**src/rtl/lztbw_pkg.sv**
```systemverilog
`timescale 1ns / 1ps
package lztbw_pkg;

  localparam int BUF_DEPTH = 10;
  localparam int BUF_IDX_W = 4;

  localparam logic [1:0] KIND_HDR  = 2'd0;
  localparam logic [1:0] KIND_LIT  = 2'd1;
  localparam logic [1:0] KIND_COPY = 2'd2;
  localparam logic [1:0] KIND_END  = 2'd3;

  localparam logic CFG_INIT_OFFSET = 1'b0;
  localparam logic CFG_INIT_MARGIN = 1'b1;

  localparam logic signed [18:0] MARGIN_HI = 19'sd131071;
  localparam logic signed [18:0] MARGIN_LO = -19'sd131072;

  typedef enum logic [3:0] {
    ACT_NOP,
    ACT_LOAD,
    ACT_BIT,
    ACT_BYTE,
    ACT_GLOAD,
    ACT_GSTEP,
    ACT_READ,
    ACT_FLUSH,
    ACT_DRAIN
  } act_t;

  typedef enum logic {
    BSEL_LIT,
    BSEL_OFF
  } byte_sel_t;

  typedef enum logic [1:0] {
    GSEL_LEN,
    GSEL_OFFHI,
    GSEL_LENM1,
    GSEL_END
  } gsel_t;

  typedef struct packed {
    act_t      act;
    logic      bit_val;
    byte_sel_t byte_sel;
    gsel_t     gsel;
    logic      gskip;
    logic      clear_first;
    logic      set_last_off;
    logic      restart;
  } ctl_cmd_t;

  typedef struct packed {
    logic [1:0] kind;
    logic       rep;
    logic       first;
    logic       gdone;
    logic       drain_end;
  } ctl_status_t;

endpackage

```
**src/rtl/lztbw_datapath.sv**
```systemverilog
`timescale 1ns / 1ps
module lztbw_datapath
  import lztbw_pkg::*;
(
  input  logic                    clk,
  input  logic                    rst,
  input  ctl_cmd_t                cmd,
  output ctl_status_t             status,
  input  logic [1:0]              in_kind,
  input  logic [15:0]             in_length,
  input  logic [15:0]             in_offset,
  input  logic [7:0]              in_literal,
  input  logic                    cfg_we,
  input  logic                    cfg_sel,
  input  logic [17:0]             cfg_value,
  output logic                    out_valid,
  input  logic                    out_ready,
  output logic [15:0]             out_addr,
  output logic [7:0]              out_value,
  output logic                    out_last,
  output logic [16:0]             out_margin
);

  logic [15:0] init_off;
  logic [17:0] init_margin;
  logic        idle;

  logic [1:0]  kind;
  logic [15:0] len;
  logic [15:0] off;
  logic [7:0]  lit;
  logic        rep;

  logic [15:0] next_addr;
  logic [7:0]  bit_byte;
  logic [15:0] bb_addr;
  logic [3:0]  bits_left;
  logic [15:0] last_off;
  logic        first;
  logic signed [17:0] margin;
  logic [16:0] peak;

  logic [15:0] gdata;
  logic [3:0]  gk;
  logic        gphase;
  logic        gskip;
  logic        gdone;

  logic [15:0] buf_addr [BUF_DEPTH];
  logic [7:0]  buf_val  [BUF_DEPTH];
  logic [BUF_IDX_W-1:0] count;
  logic [BUF_IDX_W-1:0] rd;

  logic [15:0] o1;
  logic [7:0]  byte_v;
  logic        g_emit, g_bit, bit_req, bit_v, bl0, take, pop;
  logic [3:0]  blv, nbl;
  logic [7:0]  bbv, nb;
  logic [15:0] bav;
  logic        emit_req;
  logic [15:0] emit_addr;
  logic [7:0]  emit_val;
  logic signed [18:0] delta, msum, msat;
  logic [16:0] peak_next;
  logic [15:0] gv, gtop, gd;
  logic [3:0]  gbits;
  logic [15:0] len_in;

  assign o1     = off - 16'd1;
  assign len_in = (in_length == 16'd0) ? 16'd1 : in_length;
  assign byte_v = (cmd.byte_sel == BSEL_LIT) ? lit : {o1[6:0], (len == 16'd2)};
  assign gdone  = (gk == 4'd0);

  always_comb begin
    g_emit = 1'b0;
    g_bit  = 1'b0;
    if (cmd.act == ACT_GSTEP) begin
      if (gk != 4'd0) begin
        if (gphase) begin
          g_emit = 1'b1;
          g_bit  = gdata[gk - 4'd1];
        end else if (!gskip) begin
          g_emit = 1'b1;
        end
      end else if (!gskip) begin
        g_emit = 1'b1;
        g_bit  = 1'b1;
      end
    end
    bit_req = (cmd.act == ACT_BIT) || g_emit;
    bit_v   = (cmd.act == ACT_BIT) ? cmd.bit_val : g_bit;
    bl0     = (bits_left == 4'd0);
    blv     = bl0 ? 4'd8 : bits_left;
    bbv     = bl0 ? 8'd0 : bit_byte;
    bav     = bl0 ? next_addr : bb_addr;
    nbl     = blv - 4'd1;
    nb      = bbv | (8'(bit_v) << nbl[2:0]);

    emit_req  = 1'b0;
    emit_addr = next_addr;
    emit_val  = byte_v;
    if (cmd.act == ACT_BYTE) begin
      emit_req = 1'b1;
    end else if (bit_req && nbl == 4'd0) begin
      emit_req  = 1'b1;
      emit_addr = bav;
      emit_val  = nb;
    end else if (cmd.act == ACT_FLUSH && !bl0) begin
      emit_req  = 1'b1;
      emit_addr = bb_addr;
      emit_val  = bit_byte;
    end
    take = (cmd.act == ACT_BYTE) || (bit_req && bl0);

    if (cmd.act == ACT_READ) begin
      delta = (kind == KIND_LIT) ? 19'sd1 : $signed({3'b000, len});
    end else if (take) begin
      delta = -19'sd1;
    end else begin
      delta = 19'sd0;
    end
    msum = $signed({margin[17], margin}) + delta;
    if (msum > MARGIN_HI) begin
      msat = MARGIN_HI;
    end else if (msum < MARGIN_LO) begin
      msat = MARGIN_LO;
    end else begin
      msat = msum;
    end
    peak_next = peak;
    if (cmd.act == ACT_READ && msat > 19'sd0 && msat[16:0] > peak) begin
      peak_next = msat[16:0];
    end
  end

  always_comb begin
    case (cmd.gsel)
      GSEL_LEN:   gv = len;
      GSEL_OFFHI: gv = {7'd0, o1[15:7]} + 16'd1;
      GSEL_LENM1: gv = len - 16'd1;
      GSEL_END:   gv = 16'd256;
      default:    gv = len;
    endcase
    gbits = 4'd0;
    for (int i = 1; i < 16; i++) begin
      if (gv[i]) gbits = 4'(i);
    end
    gtop = 16'd1 << gbits;
    gd   = gv;
    if (gbits >= 4'd8) begin
      gd = gv & ~gtop;
      gd = (gd >> 8) | ((gd & 16'h00ff) << (gbits - 4'd8));
    end
  end

  assign pop        = out_valid && out_ready;
  assign out_valid  = (cmd.act == ACT_DRAIN) && (rd < count);
  assign out_addr   = buf_addr[rd];
  assign out_value  = buf_val[rd];
  assign out_last   = (rd == count - 4'd1);
  assign out_margin = peak;

  assign status.kind      = kind;
  assign status.rep       = rep;
  assign status.first     = first;
  assign status.gdone     = gdone;
  assign status.drain_end = (count == 4'd0) || (pop && out_last);

  always_ff @(posedge clk) begin
    if (emit_req && count < 4'(BUF_DEPTH)) begin
      buf_addr[count] <= emit_addr;
      buf_val[count]  <= emit_val;
    end
    if (cmd.act == ACT_LOAD) begin
      kind <= in_kind;
      len  <= len_in;
      off  <= in_offset;
      lit  <= in_literal;
      rep  <= (in_offset == last_off);
    end
    if (cmd.act == ACT_GLOAD) begin
      gdata <= gd;
    end
  end

  always_ff @(posedge clk) begin
    if (rst) begin
      init_off    <= 16'd1;
      init_margin <= 18'd0;
      idle        <= 1'b1;
      next_addr   <= 16'd0;
      bit_byte    <= 8'd0;
      bb_addr     <= 16'd0;
      bits_left   <= 4'd0;
      last_off    <= 16'd1;
      first       <= 1'b1;
      margin      <= 18'sd0;
      peak        <= 17'd0;
      gk          <= 4'd0;
      gphase      <= 1'b0;
      gskip       <= 1'b0;
      count       <= '0;
      rd          <= '0;
    end else if (cmd.restart) begin
      idle      <= 1'b1;
      next_addr <= 16'd0;
      bit_byte  <= 8'd0;
      bb_addr   <= 16'd0;
      bits_left <= 4'd0;
      last_off  <= init_off;
      first     <= 1'b1;
      margin    <= $signed(init_margin);
      peak      <= 17'd0;
      count     <= '0;
      rd        <= '0;
    end else begin
      if (cfg_we) begin
        case (cfg_sel)
          CFG_INIT_OFFSET: begin
            init_off <= cfg_value[15:0];
            if (idle) last_off <= cfg_value[15:0];
          end
          CFG_INIT_MARGIN: begin
            init_margin <= cfg_value;
            if (idle) margin <= $signed(cfg_value);
          end
          default: ;
        endcase
      end
      if (cmd.act == ACT_LOAD) begin
        idle  <= 1'b0;
        count <= '0;
        rd    <= '0;
      end
      if (emit_req && count < 4'(BUF_DEPTH)) count <= count + 4'd1;
      if (take) next_addr <= next_addr + 16'd1;
      if (bit_req) begin
        bit_byte  <= nb;
        bb_addr   <= bav;
        bits_left <= nbl;
      end
      if (cmd.act == ACT_FLUSH) bits_left <= 4'd0;
      if (take || cmd.act == ACT_READ) margin <= msat[17:0];
      peak <= peak_next;
      if (cmd.clear_first) first <= 1'b0;
      if (cmd.set_last_off) last_off <= off;
      if (cmd.act == ACT_GLOAD) begin
        gk     <= gbits;
        gphase <= 1'b0;
        gskip  <= cmd.gskip;
      end
      if (cmd.act == ACT_GSTEP && gk != 4'd0) begin
        if (gphase) begin
          gk     <= gk - 4'd1;
          gphase <= 1'b0;
        end else begin
          gphase <= 1'b1;
          gskip  <= 1'b0;
        end
      end
      if (pop) rd <= rd + 4'd1;
    end
  end

endmodule

```
**src/rtl/lztbw_ctrl.sv**
```systemverilog
`timescale 1ns / 1ps
module lztbw_ctrl
  import lztbw_pkg::*;
(
  input  logic        clk,
  input  logic        rst,
  input  logic        in_valid,
  output logic        in_ready,
  input  ctl_status_t status,
  output ctl_cmd_t    cmd
);

  typedef enum logic [3:0] {
    S_IDLE,
    S_PRE,
    S_GLOAD1,
    S_GSTEP1,
    S_MIDB,
    S_GLOAD2,
    S_GSTEP2,
    S_READ,
    S_FLUSH,
    S_DRAIN
  } state_t;

  state_t state, state_next;

  assign in_ready = (state == S_IDLE);

  always_comb begin
    cmd              = '0;
    cmd.act          = ACT_NOP;
    cmd.byte_sel     = BSEL_LIT;
    cmd.gsel         = GSEL_LEN;
    state_next       = state;
    case (state)
      S_IDLE: begin
        if (in_valid) begin
          cmd.act    = ACT_LOAD;
          state_next = S_PRE;
        end
      end
      S_PRE: begin
        state_next = S_GLOAD1;
        case (status.kind)
          KIND_HDR: begin
            cmd.act         = status.first ? ACT_NOP : ACT_BIT;
            cmd.clear_first = 1'b1;
          end
          KIND_LIT: begin
            cmd.act    = ACT_BYTE;
            state_next = S_READ;
          end
          KIND_COPY: begin
            cmd.act     = ACT_BIT;
            cmd.bit_val = !status.rep;
          end
          KIND_END: begin
            cmd.act     = ACT_BIT;
            cmd.bit_val = 1'b1;
          end
          default: ;
        endcase
      end
      S_GLOAD1: begin
        cmd.act = ACT_GLOAD;
        if (status.kind == KIND_END) begin
          cmd.gsel = GSEL_END;
        end else if (status.kind == KIND_COPY && !status.rep) begin
          cmd.gsel = GSEL_OFFHI;
        end
        state_next = S_GSTEP1;
      end
      S_GSTEP1: begin
        cmd.act = ACT_GSTEP;
        if (status.gdone) begin
          case (status.kind)
            KIND_HDR:  state_next = S_DRAIN;
            KIND_COPY: state_next = status.rep ? S_READ : S_MIDB;
            KIND_END:  state_next = S_FLUSH;
            default:   state_next = S_DRAIN;
          endcase
        end
      end
      S_MIDB: begin
        cmd.act          = ACT_BYTE;
        cmd.byte_sel     = BSEL_OFF;
        cmd.set_last_off = 1'b1;
        state_next       = S_GLOAD2;
      end
      S_GLOAD2: begin
        cmd.act    = ACT_GLOAD;
        cmd.gsel   = GSEL_LENM1;
        cmd.gskip  = 1'b1;
        state_next = S_GSTEP2;
      end
      S_GSTEP2: begin
        cmd.act = ACT_GSTEP;
        if (status.gdone) state_next = S_READ;
      end
      S_READ: begin
        cmd.act    = ACT_READ;
        state_next = S_DRAIN;
      end
      S_FLUSH: begin
        cmd.act    = ACT_FLUSH;
        state_next = S_DRAIN;
      end
      S_DRAIN: begin
        cmd.act = ACT_DRAIN;
        if (status.drain_end) begin
          cmd.restart = (status.kind == KIND_END);
          state_next  = S_IDLE;
        end
      end
      default: state_next = S_IDLE;
    endcase
  end

  always_ff @(posedge clk) begin
    if (rst) begin
      state <= S_IDLE;
    end else begin
      state <= state_next;
    end
  end

endmodule

```
**src/rtl/lz_token_bitstream_writer_top.sv**
```systemverilog
`timescale 1ns / 1ps
// channel   | direction | handshake          | payload
// s_axis    | in        | s_tvalid/s_tready  | tdata length,offset,literal_byte; tuser cmd
// m_axis    | out       | m_tvalid/m_tready  | tdata byte_addr,byte_value,max_margin; tlast
// cfg       | in        | cfg_valid/cfg_ready| cfg_index, cfg_data
//
// one token is taken at a time; it runs through the sequencer one bit or byte per
// cycle, then its buffered byte writes (up to ten) drain one per cycle while m_tready is high
// a literal byte passes the load, byte, read and drain states; a gamma code has a load step,
// then a zero bit and the data bit for each data bit, and a closing one bit
// rst is synchronous and restores the register defaults and stream state
// m_tready low holds the drain; s_tready stays low until the drain completes
module lz_token_bitstream_writer_top
  import lztbw_pkg::*;
(
  input  logic        clk,
  input  logic        rst,
  input  logic        s_tvalid,
  output logic        s_tready,
  input  logic [39:0] s_tdata,   // length, offset, literal_byte
  input  logic [1:0]  s_tuser,   // cmd
  output logic        m_tvalid,
  input  logic        m_tready,
  output logic [47:0] m_tdata,   // byte_addr, byte_value, max_margin, zero pad
  output logic        m_tlast,
  input  logic        cfg_valid,
  output logic        cfg_ready,
  input  logic        cfg_index,
  input  logic [17:0] cfg_data
);

  ctl_cmd_t    cmd;
  ctl_status_t status;
  logic [15:0] out_addr;
  logic [7:0]  out_value;
  logic [16:0] out_margin;

  assign cfg_ready = 1'b1;
  assign m_tdata   = {7'd0, out_margin, out_value, out_addr};

  lztbw_ctrl u_ctrl (
    .clk      (clk),
    .rst      (rst),
    .in_valid (s_tvalid),
    .in_ready (s_tready),
    .status   (status),
    .cmd      (cmd)
  );

  lztbw_datapath u_dp (
    .clk        (clk),
    .rst        (rst),
    .cmd        (cmd),
    .status     (status),
    .in_kind    (s_tuser),
    .in_length  (s_tdata[15:0]),
    .in_offset  (s_tdata[31:16]),
    .in_literal (s_tdata[39:32]),
    .cfg_we     (cfg_valid),
    .cfg_sel    (cfg_index),
    .cfg_value  (cfg_data),
    .out_valid  (m_tvalid),
    .out_ready  (m_tready),
    .out_addr   (out_addr),
    .out_value  (out_value),
    .out_last   (m_tlast),
    .out_margin (out_margin)
  );

endmodule
```
**config.mk**
```make
export PLATFORM = sky130hd
export DESIGN_NAME = lz_token_bitstream_writer_top
export DESIGN_NICKNAME = d
export VERILOG_FILES = /design/src/rtl/lztbw_pkg.sv /design/src/rtl/lztbw_datapath.sv /design/src/rtl/lztbw_ctrl.sv /design/src/rtl/lz_token_bitstream_writer_top.sv
export SDC_FILE = /design/constraint.sdc
export NUM_CORES = 1
export LEC_CHECK = 0
export BUFFER_PORTS_ARGS = -buffer_cell sky130_fd_sc_hd__buf_2
export CAP_MARGIN = 5
export CORE_ASPECT_RATIO = 1.2
export CORE_UTILIZATION = 35
export DETAILED_ROUTE_END_ITERATION = 6
export PLACE_DENSITY = 0.61
export SLEW_MARGIN = 20
export SYNTH_ARGS = -nofsm -noshare
export SYNTH_HDL_FRONTEND = slang
export SYNTH_HIERARCHICAL = 1
export SYNTH_SLANG_ARGS = --single-unit
```
**constraint.sdc**
```tcl
create_clock -name clk -period 15.7 [get_ports clk]
set_clock_uncertainty 0.2 [all_clocks]
set_input_delay 4.71 -clock clk [delete_from_list [all_inputs] [get_ports clk]]
set_output_delay 4.71 -clock clk [all_outputs]
set_load 0.01 [all_outputs]
```
**Word-level counts from Yosys, hierarchy flattened**

Memories as Yosys holds them, arrays and structs flattened. A register that Yosys moved wholly into a read port is not among the register bits.
Index checks and enable logic that the tools add are counted.

- $add $sub $neg: 11
- Shift operators: 3
- Equality and inequality tests: 31
- Reductions and logical operators: 46
- Bitwise gates (word level): 6
- Multiplexer cells: 96
- $lt $le $gt $ge: 8

Operators with widths:

| operator | count |
|---|---|
| 2-to-1 mux 16 bit | 11 |
| 2-to-1 mux 4 bit | 23 |
| 2-to-1 mux 18 bit | 5 |
| 2-to-1 mux 19 bit | 4 |
| case mux 16 bit (4 select lines) | 1 |
| 2-to-1 mux 8 bit | 5 |
| case mux 4 bit (9 select lines) | 1 |
| equality test 4 x 3 -> 1 bit (second input constant) | 8 |
| case mux 4 bit (8 select lines) | 1 |
| subtractor 16 x 1 -> 16 bit (second input constant) | 2 |
| 2-to-1 mux 1 bit | 30 |
| logical NOT 4 bit | 5 |
| adder 18 x 19 -> 19 bit | 1 |
| greater-than comparator 19 x 1 -> 1 bit (second input constant) | 1 |
| greater-than comparator 19 x 18 -> 1 bit (second input constant) | 1 |
| < comparator 19 x 18 -> 1 bit (second input constant) | 1 |
| greater-than comparator 17 bit | 1 |
| adder 16 x 1 -> 16 bit (second input constant) | 1 |
| bitwise AND 16 bit | 1 |
| equality test 16 bit | 1 |
| equality test 16 x 2 -> 1 bit (second input constant) | 1 |
| equality test 4 x 2 -> 1 bit (second input constant) | 4 |
| logical NOT 16 bit | 1 |
| NOT 16 bit | 1 |
| 41 further kinds | 90 |

- Word-level logic and storage cells: 226
- Output and inout bits: 52
- Bits in writable memories: 240
- Memories kept: 2
- Register bits: 208

Memory list:

| name | words | bits a word | read ports | clocked after memory_dff | write ports | line | RTL |
|---|---|---|---|---|---|---|---|
| u_dp.buf_addr | 10 | 16 | 1 | 1 | 1 | lztbw_datapath.sv:49 | `logic [15:0] buf_addr [BUF_DEPTH];` |
| u_dp.buf_val | 10 | 8 | 1 | 1 | 1 | lztbw_datapath.sv:50 | `logic [7:0] buf_val [BUF_DEPTH];` |

**Depth between registers and ports, before layout**

- Depth in word-level cells: 28
- Gate-level depth with buffers: 38

**Cells and area by module**

The synthesis kept the hierarchy.

By module, submodules not included:

| module | seq. area each (um^2) | area each (um^2) | instances | cells an instance |
|---|---|---|---|---|
| lztbw_datapath | 11,961.5 | 21,869.7 | 1 | 1,958 |
| lztbw_ctrl | 80.1 | 528.0 | 1 | 80 |
| lz_token_bitstream_writer_top | 0.0 | 67.6 | 1 | 10 |

**Worst setup path after synthesis**

Ideal clock, no wire load.

- Path kind: input to register
- From: in s_tvalid
- To: reg u_dp.peak[11] (netlist: u_dp/out_margin[11])
- Slack: 3.457 ns
- Required time: 15.414 ns
- Buffers on the path: 4
- Cell stages on the path: 35
- Arrival: 11.958 ns
- Library setup time: 0.086 ns
- Cell sequence: a21oi_1 > o22a_1 > o21ai_0 > nor2b_1 > a31oi_1 > nor2_1 > nand3_1 > nand2_1 > clkbuf_1 > clkbuf_1 > a21o_1 > ha_1 > nor2b_1 > o21ai_0 > a21boi_0 > o21bai_1 > a211oi_1 > nor2_1 > o41ai_1 > nor2_1 > clkbuf_1 > a21oi_1 > ha_1 > nor2b_1 > o21a_1 > o21a_1 > o21a_1 > o21a_1 > o21a_1 > o21a_1 > o211ai_1 > a21o_1 > clkbuf_1 > nor3_1 > a211oi_1

RTL lines:

| element | line | RTL |
|---|---|---|
| from (decl) | lz_token_bitstream_writer_top.sv:18 | `input logic s_tvalid,` |
| to (signal assigned) | lztbw_datapath.sv:244 | `peak <= peak_next;` |
| to (decl) | lztbw_datapath.sv:41 | `logic [16:0] peak;` |

==> flow_summary.json <==
{
  "status": "completed",
  "vias_per_cell": 5.46,
  "crit_family": "compound AO/OA/AOI/OAI gates",
  "crit_path_top_delay_cell": "o41ai_2",
  "netlist_instances": 2048,
  "track_usage_pct": 18.1,
  "tightestPinTransition_ns": 1.04,
  "synth_top_area_share_pct": 40.0,
  "synth_compound_area_share_pct": 13.5,
  "htreeDepth": 2,
  "synth_top_family_by_area": "simple AND/OR/NAND/NOR gates",
  "dpl-instance-area_sq_um": 23700,
  "hold_ws_ns": 0.256,
  "synth-xor-area-share_pct": 2.96,
  "detail_route.wl_per_cell_um": 19.9,
  "dp_hpwl_mm": 40.5,
  "yosys.area.top_type": "edfxtp_1",
  "fin_nets": 2220,
  "area_delta_synth_final_pct": 12.8,
  "ys_seq_elements": 452,
  "cts_buffers": 49,
  "critPathMostFrequentCell": "o21a_1",
  "final_hold_viol_count": 0,
  "r2r_start": "u_ctrl/state[0]$_SDFFE_PP0P_",
  "hp-class": "flop to flop",
  "place_inst": 2872,
  "path_clk_slew_ns": 0.06,
  "maxSlewHeadroom_pct": 30.3,
  "cts_root_buffer": "clkbuf_16",
  "drt_iter0_drc": 1144,
  "seq_area_frac_synth_pct": 53.6,
  "rr_worst_depth": 36,
  "antenna_found_initial": 0,
  "grt_pass1_wl_mm": 91.8,
  "clk_latency_ns": 0.59,
  "crit_arrival_ns": 12.95,
  "yosys.area_share.simple_pct": 14.6,
  "ys_async_sr_fraction_pct": 0,
  "gp_congestion": 0.906,
  "yosysUniqueCellTypes": 96,
  "yosysWarnings": 6,
  "die_h_um": 280,
  "peakVddDrop_mv": 0.163,
  "num_vias": 16200,
  "firstDrtPassIters": 6,
  "synth.area.mux_share_pct": 8.64,
  "required_ns": 16.02,
  "fin_area_sq_um": 25300,
  "ctsHoldBuffers": 0,
  "reg2reg_to": "u_dp/out_margin[0]$_SDFFE_PP0P_",
  "p_per_area_nw_per_um2": 202,
  "fin_util_pct": 40.0,
  "endpoint_kind": "flop",
  "rrSetupSlack_ns": 6.27,
  "post_synth_instance_area_sq_um": 22500,
  "ios": 118,
  "fmax_mhz": 79.2,
  "max_stage_delay_ns": 0.63,
  "grt-ovfl-total": 0,
  "clock_sinks": 452,
  "synth.area.top_cells": "edfxtp_1 (40%), dfxtp_1 (14%), mux4_2 (5.2%), a21oi_1 (3.8%), nand2_1 (3.8%)",
  "grt_pass1_vias": 16000,
  "synth.top_cells.by_count": "edfxtp_1 (299), nand2_1 (228), a21oi_1 (171), nor2_1 (166), dfxtp_1 (153)",
  "syn_avg_cell_area_sq_um": 11.0,
  "core_area_sq_um": 63300,
  "drive_gt1_share_pct": 15.0,
  "path_buf_inv": 3,
  "n_antenna_cell": 0,
  "drc": 0,
  "ant_nets": 0,
  "dp_slack_ns": 2.12,
  "synth-edff-count": 299,
  "min_path_cells": 2,
  "fin_cells": 2964,
  "tritoncts": "built",
  "tns_ns": 0,
  "rows": 101,
  "layout_min_cycle_time_ns": 12.63,
  "crit_fanout": 27,
  "setup_violations": 0,
  "yosysMostFrequentCell": "edfxtp_1",
  "min_to": "u_dp/bb_addr[0]$_SDFFE_PP0P_",
  "report.final.slew_viol_count": 0,
  "clock_path_buffers": 3,
  "period_share_pct": 80.4,
  "die_x_um": 233,
  "die_area_sq_um": 65200,
  "cp-start-kind": "primary input",
  "p_leak_nw": 8.84,
  "drv_cap": 0,
  "routed_wl_mm": 59.0,
  "synthFlopType": "edfxtp_1",
  "power_mw": 5.12,
  "io_buffers": 109,
  "postCtsSetupBuffers": 0,
  "start_util_pct": 35.5,
  "grt_max_degree": 78,
  "post_cts_resized": 0,
  "yosys.area_share.adder_pct": 3.10,
  "min_from": "u_dp/bb_addr[0]$_SDFFE_PP0P_",
  "fin_ws_ns": 3.07,
  "critical_path_class": "primary input to flop",
  "rsz0062_at_grt": "false"
}
## layout by cell type (no fill, tap or decap), types with 10 or more instances in the layout
master     count
mux2i_1       69
mux4_2        52
edfxtp_1     299
dfxtp_1      149
buf_2        109
nand3_1       43
o21a_1        11
nor2_1       165
ha_1          54
clkinv_2      10
nor3_1        44
xor2_1        30
nor2b_1       39
o22ai_1       17
or3_1         12
clkbuf_16     50
nand4_1       19
xnor2_1       46
inv_1         55
a22oi_1       25
and3_1        17
or2_2         11
a31oi_1       19
a21o_1        31
buf_4         20
nand2_1      228
o21ai_0       48
a21oi_1      171
nor4_1        17
nand2b_1      21
a211oi_1      49
## per-layer routing
metal,vias to the layer above,GRT usage [%],wire (um)
met4,0,5.06,1470
met3,111,2.78,2570
met1,7961,21.8,24100
met2,413,33.0,30800
met5,-,0,0
li1,7691,-,-
## state kept, by name, summed over array words and instances, names as in the netlist, 8 cells and up, named ones only
register,flops
u_dp/gdata,16
u_dp/off,16
u_dp/len,16
u_dp/out_margin,17
u_dp/buf_val,80
u_dp/init_margin,18
u_dp/init_off,16
u_dp/bb_addr,16
u_dp/bit_byte,8
u_dp/next_addr,16
u_dp/lit,8
u_dp/margin,18
u_dp/last_off,16
u_dp/buf_addr,160
## logic make-up after synthesis
family                   after synthesis
buffers and inverters                192
multiplexers                         128
AO/OA/AOI/OAI                        462
flip-flops                           452
AND/OR/NAND/NOR                      680
other                                  3
XOR/XNOR                              76
adder cells (fa/ha/maj)               55
## layout make-up
| class | count | area (sq um) |
|---|---|---|
| Clock buffer | 68 | 1410 |
| Clock inverter | 24 | 235 |
| Inverter | 57 | 215 |
| Tap cell | 824 | 1030 |
| Sequential cell | 452 | 12000 |
| Multi-Input combinational cell | 1410 | 9710 |
| Fill cell | 6061 | 38000 |
| Timing Repair Buffer | 129 | 696 |
## power breakdown
part / internal [mW] / total (mW) / switching (mW)
Sequential: 1.52 / 1.69 / 0.171
Combinational: 0.850 / 2.27 / 1.42
Clock: 0.680 / 1.16 / 0.483
Total: 3.05 / 5.12 / 2.07
## how the worst max path moves through the flow
stage / from / endpoint / slack (ns) / cells past startpoint
3_5_place_dp: s_tvalid / u_dp/out_margin[0]$_SDFFE_PP0P_ / 2.12 / 36
4_1_cts: s_tvalid / u_dp/out_margin[0]$_SDFFE_PP0P_ / 2.74 / 36
3_3_place_gp: s_tvalid / u_dp/out_margin[0]$_SDFFE_PP0P_ / 2.44 / 36
5_1_grt: s_tvalid / u_dp/out_margin[0]$_SDFFE_PP0P_ / 2.30 / 32
6_report: s_tvalid / u_dp/out_margin[0]$_SDFFE_PP0P_ / 3.07 / 36
2_1_floorplan: s_tvalid / u_dp/out_margin[11]$_SDFFE_PP0P_ / 3.46 / 35
## worst min-delay path, cell delays in order (launching register included)
cell and delay (ns):
dfxtp_1 0.31, nand2_1 0.05, a21oi_1 0.05
No activity file was read; power rests on OpenSTA's default activity.
